===== config.mk =====
export PLATFORM = sky130hd
export DESIGN_NAME = abstract_heap_transformer_flat
export DESIGN_NICKNAME = d
export VERILOG_FILES = /design/src/design/ahx_pkg.sv /design/src/design/ahx_if.sv /design/src/design/ahx_store.sv /design/src/design/ahx_dist_unit.sv /design/src/design/abstract_heap_transformer.sv /design/src/flat_wrapper.sv
export VERILOG_INCLUDE_DIRS = /design/src /design/src/design
export SDC_FILE = /design/constraint.sdc
export NUM_CORES = 2
export LEC_CHECK = 0
export ABC_AREA = 0
export BUFFER_PORTS_ARGS = -buffer_cell sky130_fd_sc_hd__buf_2
export CAP_MARGIN = 40
export CORE_MARGIN = 2
export CORE_UTILIZATION = 50
export DETAILED_ROUTE_END_ITERATION = 7
export GPL_TIMING_DRIVEN = 0
export PLACE_DENSITY = 0.72
export SYNTH_ARGS = -nofsm -noshare
export SYNTH_HDL_FRONTEND = slang
export SYNTH_SLANG_ARGS = --single-unit

===== constraint.sdc =====
create_clock -name clk -period 11.8 [get_ports clk]
set_input_delay 2.36 -clock clk [delete_from_list [all_inputs] [get_ports clk]]
set_output_delay 2.36 -clock clk [all_outputs]
set_load 0.05 [all_outputs]

===== src/design/abstract_heap_transformer_assert.svh =====
// Assertion macros for the abstract heap transformer RTL.
// Each macro expects signals named clk and rst_n in the calling scope.
`ifndef ABSTRACT_HEAP_TRANSFORMER_ASSERT_SVH
`define ABSTRACT_HEAP_TRANSFORMER_ASSERT_SVH

// Same-cycle implication, disabled while reset is asserted.
`define AHX_ASSERT_NOW(lbl, ante, cons) \
    lbl: assert property (@(posedge clk) disable iff (!rst_n) (ante) |-> (cons)) \
        else $error("same-cycle property violated");

// Next-cycle implication, disabled while reset is asserted.
`define AHX_ASSERT_NEXT(lbl, ante, cons) \
    lbl: assert property (@(posedge clk) disable iff (!rst_n) (ante) |=> (cons)) \
        else $error("next-cycle property violated");

`endif


===== src/design/ahx_pkg.sv =====
// Package for the abstract heap transformer: field widths, codes and defaults.
// No dependencies; the interfaces, distance unit, top level and testbench use it by scoped names.
`timescale 1ns / 1ps
`default_nettype none
package ahx_pkg;

    localparam int POINTER_COUNT_DEF = 8;
    localparam int NODE_COUNT_DEF    = 16;
    localparam int LIVE_LIMIT_DEF    = 4;
    localparam int DIST_WIDTH_DEF    = 32;

    localparam int MODE_W   = 3;
    localparam int PFIELD_W = 3;
    localparam int VALUE_W  = 32;
    localparam int STATUS_W = 2;

    typedef enum logic [MODE_W-1:0] {
        MODE_ASSIGN   = 3'd0,
        MODE_NEW      = 3'd1,
        MODE_LOOKUP   = 3'd2,
        MODE_UPDATE   = 3'd3,
        MODE_PATH     = 3'd4,
        MODE_ALIAS    = 3'd5,
        MODE_NULLTEST = 3'd6,
        MODE_VALIDATE = 3'd7
    } mode_t;

    typedef enum logic [STATUS_W-1:0] {
        STAT_OK       = 2'd0,
        STAT_FULL     = 2'd1,
        STAT_NULL_UPD = 2'd2
    } status_t;

    typedef enum logic {
        DOP_ADD = 1'b0,
        DOP_DEC = 1'b1
    } dist_op_t;

endpackage
`default_nettype wire


===== src/design/ahx_if.sv =====
// Request and response channel interfaces of the abstract heap transformer.
// Depends on ahx_pkg for field widths.
`timescale 1ns / 1ps
`default_nettype none
interface ahx_req_if;
    logic                          valid;
    logic                          ready;
    logic [ahx_pkg::MODE_W-1:0]    mode;
    logic [ahx_pkg::PFIELD_W-1:0]  dest_ptr;
    logic [ahx_pkg::PFIELD_W-1:0]  src_ptr;

    modport source (output valid, mode, dest_ptr, src_ptr, input ready);
    modport sink   (input valid, mode, dest_ptr, src_ptr, output ready);
endinterface

interface ahx_rsp_if;
    logic                          valid;
    logic                          ready;
    logic [ahx_pkg::VALUE_W-1:0]   value;
    logic [ahx_pkg::STATUS_W-1:0]  status;

    modport source (output valid, value, status, input ready);
    modport sink   (input valid, value, status, output ready);
endinterface
`default_nettype wire


===== src/design/ahx_store.sv =====
// Heap state storage: pointer table, successor and distance tables.
// One read port and one write port per table; depends on nothing else.
`timescale 1ns / 1ps
`default_nettype none
module ahx_store #(
    parameter int POINTER_COUNT = 8,
    parameter int NODE_COUNT    = 16,
    parameter int DIST_WIDTH    = 32,
    localparam int PW = $clog2(POINTER_COUNT),
    localparam int NW = $clog2(NODE_COUNT)
) (
    input  wire logic                  clk,
    input  wire logic                  rst_n,
    input  wire logic [PW-1:0]         ptr_ridx,
    output logic      [NW-1:0]         ptr_rdata,
    input  wire logic                  ptr_we,
    input  wire logic [PW-1:0]         ptr_widx,
    input  wire logic [NW-1:0]         ptr_wdata,
    input  wire logic [NW-1:0]         node_ridx,
    output logic      [NW-1:0]         succ_rdata,
    output logic      [DIST_WIDTH-1:0] dist_rdata,
    input  wire logic                  node_we,
    input  wire logic [NW-1:0]         node_widx,
    input  wire logic [NW-1:0]         succ_wdata,
    input  wire logic [DIST_WIDTH-1:0] dist_wdata
);

    logic [NW-1:0]         ptr_reg  [POINTER_COUNT];
    logic [NW-1:0]         succ_reg [NODE_COUNT];
    logic [DIST_WIDTH-1:0] dist_reg [NODE_COUNT];

    always_ff @(posedge clk or negedge rst_n)
    begin
        if (!rst_n)
        begin
            for (int i = 0; i < POINTER_COUNT; i++)
            begin
                ptr_reg[i] <= '0;
            end
            for (int i = 0; i < NODE_COUNT; i++)
            begin
                succ_reg[i] <= '0;
                dist_reg[i] <= '0;
            end
        end
        else
        begin
            if (ptr_we)
            begin
                ptr_reg[ptr_widx] <= ptr_wdata;
            end
            if (node_we)
            begin
                succ_reg[node_widx] <= succ_wdata;
                dist_reg[node_widx] <= dist_wdata;
            end
        end
    end

    assign ptr_rdata  = ptr_reg[ptr_ridx];
    assign succ_rdata = succ_reg[node_ridx];
    assign dist_rdata = dist_reg[node_ridx];

endmodule
`default_nettype wire


===== src/design/ahx_dist_unit.sv =====
// Shared saturating distance unit: saturating add, or decrement that holds
// infinity and stops at zero. Depends on ahx_pkg for the operation code.
`timescale 1ns / 1ps
`default_nettype none
module ahx_dist_unit #(
    parameter int DIST_WIDTH = 32
) (
    input  wire logic [DIST_WIDTH-1:0] a,
    input  wire logic [DIST_WIDTH-1:0] b,
    input  wire ahx_pkg::dist_op_t     op,
    output logic      [DIST_WIDTH-1:0] y
);

    localparam logic [DIST_WIDTH-1:0] DIST_INF = '1;

    logic [DIST_WIDTH:0] sum;

    always_comb
    begin
        sum = {1'b0, a} + {1'b0, b};
        case (op)
            ahx_pkg::DOP_ADD:
            begin
                y = sum[DIST_WIDTH] ? DIST_INF : sum[DIST_WIDTH-1:0];
            end
            ahx_pkg::DOP_DEC:
            begin
                if (a == DIST_INF || a == '0)
                begin
                    y = a;
                end
                else
                begin
                    y = a - DIST_WIDTH'(1);
                end
            end
            default:
            begin
                y = a;
            end
        endcase
    end

endmodule
`default_nettype wire


===== src/design/abstract_heap_transformer.sv =====
// Abstract heap transformer top level: request sequencer and result register.
// Depends on ahx_pkg, ahx_if, ahx_store, ahx_dist_unit and the assert header.
//
// Usage: requests arrive on the req channel (mode, dest_ptr, src_ptr) and each
// request yields exactly one response (value, status) on the rsp channel. A
// request is taken when valid and ready are both high. The block works on one
// request at a time: req.ready is high only while the sequencer is idle.
// After acceptance, assign, new, update, alias and null test pass through the
// pointer reads (S_RDX, S_RDY) and S_EXEC to S_DONE, where the response is
// loaded; lookup adds a node read (S_RDN) before S_EXEC, and a lookup that
// splits a long edge adds S_LINK, which relinks the old edge. Path length
// walks one node per cycle in S_WALK through the single table read port and
// the shared saturating adder, and validate walks every pointer's chain one
// node per cycle.
// Reset clears every pointer and edge to the null node and sets the node
// count to one. The response sits in an output register; while the receiver
// stalls, the block may still finish the next request's work but holds it
// until the output register frees up, and accepts nothing new meanwhile.
`timescale 1ns / 1ps
`default_nettype none
`include "abstract_heap_transformer_assert.svh"
module abstract_heap_transformer #(
    parameter int POINTER_COUNT = ahx_pkg::POINTER_COUNT_DEF,
    parameter int NODE_COUNT    = ahx_pkg::NODE_COUNT_DEF,
    parameter int LIVE_LIMIT    = ahx_pkg::LIVE_LIMIT_DEF,
    parameter int DIST_WIDTH    = ahx_pkg::DIST_WIDTH_DEF
) (
    input wire logic clk,
    input wire logic rst_n,
    ahx_req_if.sink  req,
    ahx_rsp_if.source rsp
);

    localparam int PW  = $clog2(POINTER_COUNT);
    localparam int PCW = $clog2(POINTER_COUNT + 1);
    localparam int NW  = $clog2(NODE_COUNT);
    localparam int CW  = $clog2(NODE_COUNT + 1);
    localparam logic [DIST_WIDTH-1:0] DIST_INF = '1;
    localparam logic [DIST_WIDTH-1:0] DIST_ONE = DIST_WIDTH'(1);

    // Sequencer states, one-hot.
    typedef enum logic [11:0] {
        S_IDLE  = 12'b000000000001,
        S_RDX   = 12'b000000000010,
        S_RDY   = 12'b000000000100,
        S_RDN   = 12'b000000001000,
        S_EXEC  = 12'b000000010000,
        S_LINK  = 12'b000000100000,
        S_WALK  = 12'b000001000000,
        S_VINIT = 12'b000010000000,
        S_VPTR  = 12'b000100000000,
        S_VSTEP = 12'b001000000000,
        S_VFIN  = 12'b010000000000,
        S_DONE  = 12'b100000000000
    } state_t;

    state_t state_reg, state_next;

    ahx_pkg::mode_t mode_reg, mode_next;
    logic [ahx_pkg::PFIELD_W-1:0] x_reg, x_next, y_reg, y_next;
    logic [NW-1:0]  px_reg, px_next, py_reg, py_next;
    logic [NW-1:0]  yn_reg, yn_next, n_reg, n_next, last_reg, last_next;
    logic [DIST_WIDTH-1:0] d_reg, d_next, acc_reg, acc_next;
    logic [CW-1:0]  nc_reg, nc_next, cnt_reg, cnt_next, nreach_reg, nreach_next;
    logic [PCW-1:0] p_reg, p_next;
    logic [NODE_COUNT-1:0] named_reg, named_next, reach_reg, reach_next;
    logic [NODE_COUNT-1:0] deg1_reg, deg1_next, deg2_reg, deg2_next;
    logic [ahx_pkg::VALUE_W-1:0] res_value_reg, res_value_next;
    ahx_pkg::status_t res_status_reg, res_status_next;
    logic [ahx_pkg::VALUE_W-1:0] out_value_reg, out_value_next;
    ahx_pkg::status_t out_status_reg, out_status_next;
    logic out_valid_reg, out_valid_next;

    // Storage ports.
    logic [PW-1:0]         ptr_ridx, ptr_widx;
    logic [NW-1:0]         ptr_rdata, ptr_wdata;
    logic                  ptr_we;
    logic [NW-1:0]         node_ridx, node_widx, succ_rdata, succ_wdata;
    logic [DIST_WIDTH-1:0] dist_rdata, dist_wdata;
    logic                  node_we;

    // Shared distance unit.
    logic [DIST_WIDTH-1:0] du_a, du_y;
    ahx_pkg::dist_op_t     du_op;

    logic x_ok, y_ok, full, chain_bad, heap_ok;

    ahx_store #(
        .POINTER_COUNT (POINTER_COUNT),
        .NODE_COUNT    (NODE_COUNT),
        .DIST_WIDTH    (DIST_WIDTH)
    ) u_store (
        .clk        (clk),
        .rst_n      (rst_n),
        .ptr_ridx   (ptr_ridx),
        .ptr_rdata  (ptr_rdata),
        .ptr_we     (ptr_we),
        .ptr_widx   (ptr_widx),
        .ptr_wdata  (ptr_wdata),
        .node_ridx  (node_ridx),
        .succ_rdata (succ_rdata),
        .dist_rdata (dist_rdata),
        .node_we    (node_we),
        .node_widx  (node_widx),
        .succ_wdata (succ_wdata),
        .dist_wdata (dist_wdata)
    );

    // The walk accumulates with saturating adds; a lookup split decrements.
    assign du_a  = (state_reg == S_WALK) ? acc_reg : d_reg;
    assign du_op = (state_reg == S_WALK) ? ahx_pkg::DOP_ADD : ahx_pkg::DOP_DEC;

    ahx_dist_unit #(
        .DIST_WIDTH (DIST_WIDTH)
    ) u_dist (
        .a  (du_a),
        .b  (dist_rdata),
        .op (du_op),
        .y  (du_y)
    );

    // Pointer indices at or above the table size read as null and drop writes.
    assign x_ok = int'(x_reg) < POINTER_COUNT;
    assign y_ok = int'(y_reg) < POINTER_COUNT;
    assign full = nc_reg >= CW'(NODE_COUNT);

    // A reachable node that no pointer names must be a join point.
    assign chain_bad = |(~named_reg & reach_reg & ~deg2_reg);
    assign heap_ok   = !chain_bad && (nc_reg == nreach_reg)
                       && (int'(nreach_reg) <= 2 * LIVE_LIMIT + 1);

    assign req.ready = (state_reg == S_IDLE);
    assign rsp.valid  = out_valid_reg;
    assign rsp.value  = out_value_reg;
    assign rsp.status = out_status_reg;

    always_comb
    begin
        state_next      = state_reg;
        mode_next       = mode_reg;
        x_next          = x_reg;
        y_next          = y_reg;
        px_next         = px_reg;
        py_next         = py_reg;
        yn_next         = yn_reg;
        d_next          = d_reg;
        n_next          = n_reg;
        last_next       = last_reg;
        acc_next        = acc_reg;
        nc_next         = nc_reg;
        cnt_next        = cnt_reg;
        nreach_next     = nreach_reg;
        p_next          = p_reg;
        named_next      = named_reg;
        reach_next      = reach_reg;
        deg1_next       = deg1_reg;
        deg2_next       = deg2_reg;
        res_value_next  = res_value_reg;
        res_status_next = res_status_reg;
        out_value_next  = out_value_reg;
        out_status_next = out_status_reg;
        out_valid_next  = out_valid_reg;

        ptr_ridx   = PW'(y_reg);
        node_ridx  = py_reg;
        ptr_we     = 1'b0;
        ptr_widx   = PW'(x_reg);
        ptr_wdata  = py_reg;
        node_we    = 1'b0;
        node_widx  = px_reg;
        succ_wdata = py_reg;
        dist_wdata = DIST_ONE;

        if (out_valid_reg && rsp.ready)
        begin
            out_valid_next = 1'b0;
        end

        case (state_reg)
            S_IDLE:
            begin
                if (req.valid)
                begin
                    mode_next       = ahx_pkg::mode_t'(req.mode);
                    x_next          = req.dest_ptr;
                    y_next          = req.src_ptr;
                    res_value_next  = '0;
                    res_status_next = ahx_pkg::STAT_OK;
                    if (ahx_pkg::mode_t'(req.mode) == ahx_pkg::MODE_VALIDATE)
                    begin
                        state_next = S_VINIT;
                    end
                    else
                    begin
                        state_next = S_RDX;
                    end
                end
            end
            S_RDX:
            begin
                ptr_ridx   = PW'(x_reg);
                px_next    = x_ok ? ptr_rdata : '0;
                state_next = S_RDY;
            end
            S_RDY:
            begin
                ptr_ridx = PW'(y_reg);
                py_next  = y_ok ? ptr_rdata : '0;
                if (mode_reg == ahx_pkg::MODE_LOOKUP)
                begin
                    state_next = S_RDN;
                end
                else if (mode_reg == ahx_pkg::MODE_PATH)
                begin
                    n_next     = px_reg;
                    acc_next   = '0;
                    cnt_next   = '0;
                    state_next = S_WALK;
                end
                else
                begin
                    state_next = S_EXEC;
                end
            end
            S_RDN:
            begin
                node_ridx  = py_reg;
                yn_next    = succ_rdata;
                d_next     = dist_rdata;
                state_next = S_EXEC;
            end
            S_EXEC:
            begin
                state_next = S_DONE;
                case (mode_reg)
                    ahx_pkg::MODE_ASSIGN:
                    begin
                        ptr_we    = x_ok;
                        ptr_wdata = py_reg;
                    end
                    ahx_pkg::MODE_NEW:
                    begin
                        if (full)
                        begin
                            res_status_next = ahx_pkg::STAT_FULL;
                        end
                        else
                        begin
                            node_we    = 1'b1;
                            node_widx  = NW'(nc_reg);
                            succ_wdata = '0;
                            dist_wdata = DIST_ONE;
                            ptr_we     = x_ok;
                            ptr_wdata  = NW'(nc_reg);
                            nc_next    = nc_reg + CW'(1);
                        end
                    end
                    ahx_pkg::MODE_LOOKUP:
                    begin
                        if (d_reg == DIST_ONE)
                        begin
                            ptr_we    = x_ok;
                            ptr_wdata = yn_reg;
                        end
                        else if (full)
                        begin
                            res_status_next = ahx_pkg::STAT_FULL;
                        end
                        else
                        begin
                            // Split the long edge: the new node takes the rest.
                            node_we    = 1'b1;
                            node_widx  = NW'(nc_reg);
                            succ_wdata = yn_reg;
                            dist_wdata = du_y;
                            ptr_we     = x_ok;
                            ptr_wdata  = NW'(nc_reg);
                            n_next     = NW'(nc_reg);
                            nc_next    = nc_reg + CW'(1);
                            state_next = S_LINK;
                        end
                    end
                    ahx_pkg::MODE_UPDATE:
                    begin
                        if (px_reg == '0)
                        begin
                            res_status_next = ahx_pkg::STAT_NULL_UPD;
                        end
                        else
                        begin
                            node_we    = 1'b1;
                            node_widx  = px_reg;
                            succ_wdata = py_reg;
                            dist_wdata = DIST_ONE;
                        end
                    end
                    ahx_pkg::MODE_ALIAS:
                    begin
                        res_value_next = ahx_pkg::VALUE_W'(px_reg == py_reg);
                    end
                    ahx_pkg::MODE_NULLTEST:
                    begin
                        res_value_next = ahx_pkg::VALUE_W'(px_reg == '0);
                    end
                    default:
                    begin
                        res_value_next = '0;
                    end
                endcase
            end
            S_LINK:
            begin
                node_we    = 1'b1;
                node_widx  = py_reg;
                succ_wdata = n_reg;
                dist_wdata = DIST_ONE;
                state_next = S_DONE;
            end
            S_WALK:
            begin
                node_ridx = n_reg;
                if (n_reg == py_reg)
                begin
                    res_value_next = ahx_pkg::VALUE_W'(acc_reg);
                    state_next     = S_DONE;
                end
                else if (cnt_reg == CW'(NODE_COUNT))
                begin
                    res_value_next = ahx_pkg::VALUE_W'(DIST_INF);
                    state_next     = S_DONE;
                end
                else
                begin
                    acc_next = du_y;
                    n_next   = succ_rdata;
                    cnt_next = cnt_reg + CW'(1);
                end
            end
            S_VINIT:
            begin
                ptr_ridx  = '0;
                node_ridx = '0;
                if (ptr_rdata != '0 || succ_rdata != '0 || dist_rdata != '0)
                begin
                    res_value_next = '0;
                    state_next     = S_DONE;
                end
                else
                begin
                    named_next  = '0;
                    reach_next  = '0;
                    deg1_next   = '0;
                    deg2_next   = '0;
                    p_next      = '0;
                    last_next   = '0;
                    nreach_next = '0;
                    state_next  = S_VPTR;
                end
            end
            S_VPTR:
            begin
                ptr_ridx          = p_reg[PW-1:0];
                n_next            = ptr_rdata;
                named_next[ptr_rdata] = 1'b1;
                cnt_next          = '0;
                state_next        = S_VSTEP;
            end
            S_VSTEP:
            begin
                node_ridx = n_reg;
                if (reach_reg[n_reg] || cnt_reg == CW'(NODE_COUNT - 1))
                begin
                    p_next = p_reg + PCW'(1);
                    if (p_reg == PCW'(POINTER_COUNT - 1))
                    begin
                        state_next = S_VFIN;
                    end
                    else
                    begin
                        state_next = S_VPTR;
                    end
                end
                else if (CW'(n_reg) >= nc_reg || dist_rdata == DIST_INF
                         || (n_reg != '0 && dist_rdata == '0) || n_reg < last_reg)
                begin
                    res_value_next = '0;
                    state_next     = S_DONE;
                end
                else
                begin
                    last_next              = n_reg;
                    reach_next[n_reg]      = 1'b1;
                    nreach_next            = nreach_reg + CW'(1);
                    n_next                 = succ_rdata;
                    deg1_next[succ_rdata]  = 1'b1;
                    deg2_next[succ_rdata]  = deg1_reg[succ_rdata];
                    cnt_next               = cnt_reg + CW'(1);
                end
            end
            S_VFIN:
            begin
                res_value_next = ahx_pkg::VALUE_W'(heap_ok);
                state_next     = S_DONE;
            end
            S_DONE:
            begin
                if (!out_valid_reg || rsp.ready)
                begin
                    out_value_next  = res_value_reg;
                    out_status_next = res_status_reg;
                    out_valid_next  = 1'b1;
                    state_next      = S_IDLE;
                end
            end
            default:
            begin
                state_next = S_IDLE;
            end
        endcase
    end

    always_ff @(posedge clk or negedge rst_n)
    begin
        if (!rst_n)
        begin
            state_reg     <= S_IDLE;
            nc_reg        <= CW'(1);
            out_valid_reg <= 1'b0;
        end
        else
        begin
            state_reg     <= state_next;
            nc_reg        <= nc_next;
            out_valid_reg <= out_valid_next;
        end
    end

    always_ff @(posedge clk)
    begin
        mode_reg       <= mode_next;
        x_reg          <= x_next;
        y_reg          <= y_next;
        px_reg         <= px_next;
        py_reg         <= py_next;
        yn_reg         <= yn_next;
        d_reg          <= d_next;
        n_reg          <= n_next;
        last_reg       <= last_next;
        acc_reg        <= acc_next;
        cnt_reg        <= cnt_next;
        nreach_reg     <= nreach_next;
        p_reg          <= p_next;
        named_reg      <= named_next;
        reach_reg      <= reach_next;
        deg1_reg       <= deg1_next;
        deg2_reg       <= deg2_next;
        res_value_reg  <= res_value_next;
        res_status_reg <= res_status_next;
        out_value_reg  <= out_value_next;
        out_status_reg <= out_status_next;
    end

    // The node count always covers the null node and never exceeds the store.
    `AHX_ASSERT_NOW(a_nc_bounds, 1'b1, nc_reg >= CW'(1) && nc_reg <= CW'(NODE_COUNT))
    // Nodes are only ever allocated one at a time.
    `AHX_ASSERT_NEXT(a_nc_step, 1'b1, nc_reg == $past(nc_reg) || nc_reg == $past(nc_reg) + CW'(1))
    // In the cycle after a request is taken the block is busy.
    `AHX_ASSERT_NEXT(a_busy_after_accept, req.valid && req.ready, !req.ready)

endmodule
`default_nettype wire


===== src/flat_wrapper.sv =====
// flat-port wrapper written by rule: the top's interface ports become plain ports
module abstract_heap_transformer_flat 
#(
    parameter int POINTER_COUNT = ahx_pkg::POINTER_COUNT_DEF,
    parameter int NODE_COUNT    = ahx_pkg::NODE_COUNT_DEF,
    parameter int LIVE_LIMIT    = ahx_pkg::LIVE_LIMIT_DEF,
    parameter int DIST_WIDTH    = ahx_pkg::DIST_WIDTH_DEF
)
  (clk, rst_n, req_valid, req_mode, req_dest_ptr, req_src_ptr, req_ready, rsp_valid, rsp_value, rsp_status, rsp_ready);
  ahx_req_if req_i ();
  ahx_rsp_if rsp_i ();
  input wire logic clk;
  input wire logic rst_n;
  input wire logic [$bits(req_i.valid)-1:0] req_valid;
  input wire logic [$bits(req_i.mode)-1:0] req_mode;
  input wire logic [$bits(req_i.dest_ptr)-1:0] req_dest_ptr;
  input wire logic [$bits(req_i.src_ptr)-1:0] req_src_ptr;
  output wire logic [$bits(req_i.ready)-1:0] req_ready;
  output wire logic [$bits(rsp_i.valid)-1:0] rsp_valid;
  output wire logic [$bits(rsp_i.value)-1:0] rsp_value;
  output wire logic [$bits(rsp_i.status)-1:0] rsp_status;
  input wire logic [$bits(rsp_i.ready)-1:0] rsp_ready;
  assign req_i.valid = req_valid;
  assign req_i.mode = req_mode;
  assign req_i.dest_ptr = req_dest_ptr;
  assign req_i.src_ptr = req_src_ptr;
  assign req_ready = req_i.ready;
  assign rsp_valid = rsp_i.valid;
  assign rsp_value = rsp_i.value;
  assign rsp_status = rsp_i.status;
  assign rsp_i.ready = rsp_ready;
  abstract_heap_transformer #(.POINTER_COUNT(POINTER_COUNT), .NODE_COUNT(NODE_COUNT), .LIVE_LIMIT(LIVE_LIMIT), .DIST_WIDTH(DIST_WIDTH)) u_core (.clk(clk), .rst_n(rst_n), .req(req_i), .rsp(rsp_i));
endmodule

==> flow_summary.toml <==
[power]
total_leakage_power_uw = 0.0226
internal_power_uw = 6230
pwr-share-seq_pct = 31.0
swShare_pct = 42.9
power_density_nw_per_um2 = 217
switchingPower_uw = 4680
vdd_drop_max_mv = 0.132
pwr-share-comb_pct = 40.8
pwr-share-clk_pct = 28.2

[global_route]
grt_first_pass_wirelength_mm = 280
grt.total_usage_pct = 43.6
grt_pass1_vias = 39400
overflow = 0
grt_start_max_net_pins = 115
antenna_found_initial = 16

[critical_path]
path_buf_inv = 9
reg2reg_from = "u_core.state_reg[5]"
r2r_cells = 24
cp_cell_sequence = "nor4_2 > nand3_1 > and3_1 > nor2_4 > buf_4 > buf_4 > buf_2 > buf_2 > buf_2 > clkbuf_1 > clkbuf_1 > clkbuf_1 > a21oi_1 > ha_1 > a21oi_1 > and2_1 > o21ai_0 > nor2b_1 > a21bo_2 > o41ai_4 > o22ai_2 > a311o_2 > buf_6 > o21ai_2"
cp-endpoint = "u_core.u_store.dist_reg[65]"
cp_max_fo = 10
end_kind = "flop"
critPathSlowestCell = "clkbuf_1"
critical-path-top-delay-family = "buffers and inverters"
critPathLaunch = "u_core.state_reg[5]"
crit_type = "reg -> reg"
r2r_slack_ns = 2.54
crit-reg2reg-capture = "u_core.u_store.dist_reg[65]"
crit_arrival_ns = 9.88
required_ns = 12.42
crit_cells = 24
startpoint_type = "flop"
cpPeakStageDelay_ns = 0.67

[routing]
wl_mm = 198
via_per_inst = 6.53
drt_iter0_drc = 6452
antenna_left = 0
first_pass_iters = 8
drc = 1
wl_per_cell_um = 30.9
vias = 41800

[logic_synthesis]
synth-edff-count = 239
synth.distinct_cells = 100
netlist_area_um2 = 43500
synthArstFlopShare_pct = 72.4
yosysWarningCount = 0
synth.ff_latch_count = 865
ys_seq_area_share_pct = 52.5
postSynthCellCount = 4883
syn_area_per_cell_um2 = 8.92
synth_fp_nets = 4946
synth_flop_cell = "dfrtp_1"

[sta]
timing.fmax_mhz = 108
slew_headroom_pct = 28.5
final_hold_viol_count = 0
timing.final.crit_share_pct = 78.5
setup_viol = 0
fin_ws_ns = 2.54
worst_pin_slew_ns = 1.07
fin_hold_ws_ns = 0.401
rsz0062_at_grt = "no"
drv_slew = 0
finalCriticalPeriod_ns = 9.26
fin_skew_ns = 0.0265

[worst_hold_path]
hold_path.class = "reg -> reg"
hp-start = "u_core.res_value_reg[4]"

[clocking]
cts_buffers = 94
clkSlewWorstSetupHoldPaths_ns = 0.06
ctsResizeCount = 0
clockBufferDepth = 3
cts_root_buffer = "clkbuf_16"
cts_setup_buffers = 0
cts.sinks = 865
cts_tree = "done"
hold_buffers = 0
h-tree-depth = 3
clk_latency_ns = 0.71

[placed_design]
placed_area_um2 = 47100
port_buffers = 48
pre_cts_ws_ns = 3.07
hpwl_mm = 146
gp_congestion = 1.04

[finish]
largest_reg_flops = 512
final_cell_mix = "1,593 x nand2_1, 624 x dfrtp_1, 323 x o21ai_0, 283 x nor2_1, 248 x clkbuf_1"
syn_to_final_growth_pct = 15.4
fin_nets = 5235
utilization_pct = 58.1
final_common_cell = "nand2_1"
finalInstanceArea_um2 = 50200
drive_above_1_share_pct = 11.0

[die]
fp.dieH_um = 299
core_um2 = 86500
io_pins = 49
row_count = 108
start_util_pct = 50.3
die_w_um = 299
dieArea_um2 = 89500

[outcome]
status = "complete, but fails checks"
violations = "DRC"

[flow_run]
max_cap_viol_count = 0
[final cells by class]
class                   count  area, um2
clock buffers             135       2720
fillers                  7801      36300
clock inverters            40        398
flip-flops and latches    865      22800
well taps                1155       1450
plain buffers             356       1510
multi-input cells        3591      19000
diodes                      2       5.00
repair buffers            193       2070
inverters                  71        268
[per-stage QoR]
step           TNS [ns]  std cells  power [uW]
6_report              0       6408       10900
5_1_grt               0       6406       11100
4_1_cts               0       6404       10600
3_5_place_dp          0       6229        7590
3_3_place_gp   -3265.20       6086        7350
2_1_floorplan         0       4883        5620
[how the worst min path moves through the flow]
stage	slack, ns	endpoint	cells past startpoint
floorplan	0.40	u_core.rsp.value[0]	0
global placement	0.40	u_core.rsp.value[11]	0
detailed placement	0.40	u_core.rsp.value[11]	0
CTS	0.41	u_core.rsp.value[4]	0
global route	0.42	u_core.rsp.value[7]	0
finish	0.40	u_core.rsp.value[4]	0
[worst reg2reg max path: cells and delay by family, from the launching register on]
| family | cells | cell delay [ns] |
|---|---|---|
| buffers and inverters | 9 | 3.95 |
| AOI/OAI and AO/OA | 8 | 2.76 |
| and+or+nand+nor | 6 | 1.54 |
| adders and majority gates | 1 | 0.53 |
| DFF | 1 | 0.46 |
[synthesized netlist by cell type, types with 33 or more instances]
master	number	area [um2]
a211oi_1	82	616
a21o_1	34	255
a21oi_1	142	711
a311oi_1	55	482
a31oi_1	46	288
and3_1	101	632
buf_1	33	124
buf_2	86	430
clkbuf_1	222	833
dfrtp_1	624	15600
edfxtp_1	239	7180
ha_1	50	626
inv_1	70	263
mux2_2	50	563
mux2i_1	70	701
nand2_1	1593	5980
nand3_1	200	1000
nand4_1	55	344
nor2_1	284	1070
nor3_1	49	245
o21ai_0	325	1630
o31ai_1	37	278
xnor2_1	46	403
xor2_1	35	307
[layer usage]
layer,vias up,GRT usage (%),wire [um]
li1,17400,-,-
met1,20500,58.4,73700
met2,3181,61.2,80100
met3,750,15.4,29200
met4,6,25.5,14700
met5,-,0,167
[power by group through the flow]
stage / Combinational, uW / Sequential (uW) / Clock [uW]
after CTS: 4170 / 3380 / 3060
after global placement: 3900 / 3440 / 0
final: 4450 / 3380 / 3070
after detailed placement: 4150 / 3440 / 0
after floorplan: 2190 / 3430 / 0
after global routing: 4500 / 3390 / 3170
[cell families after synthesis]
| family | after synthesis | synth area share, % |
|---|---|---|
| and+or+nand+nor | 2425 | 23.6 |
| AOI/OAI and AO/OA | 903 | 13.4 |
| DFF | 865 | 52.5 |
| buffers and inverters | 427 | 4.08 |
| muxes | 127 | 3.22 |
| xor gates and xnor gates | 83 | 1.70 |
| adders and majority gates | 53 | 1.51 |
(Power assumes the default switching activity.)
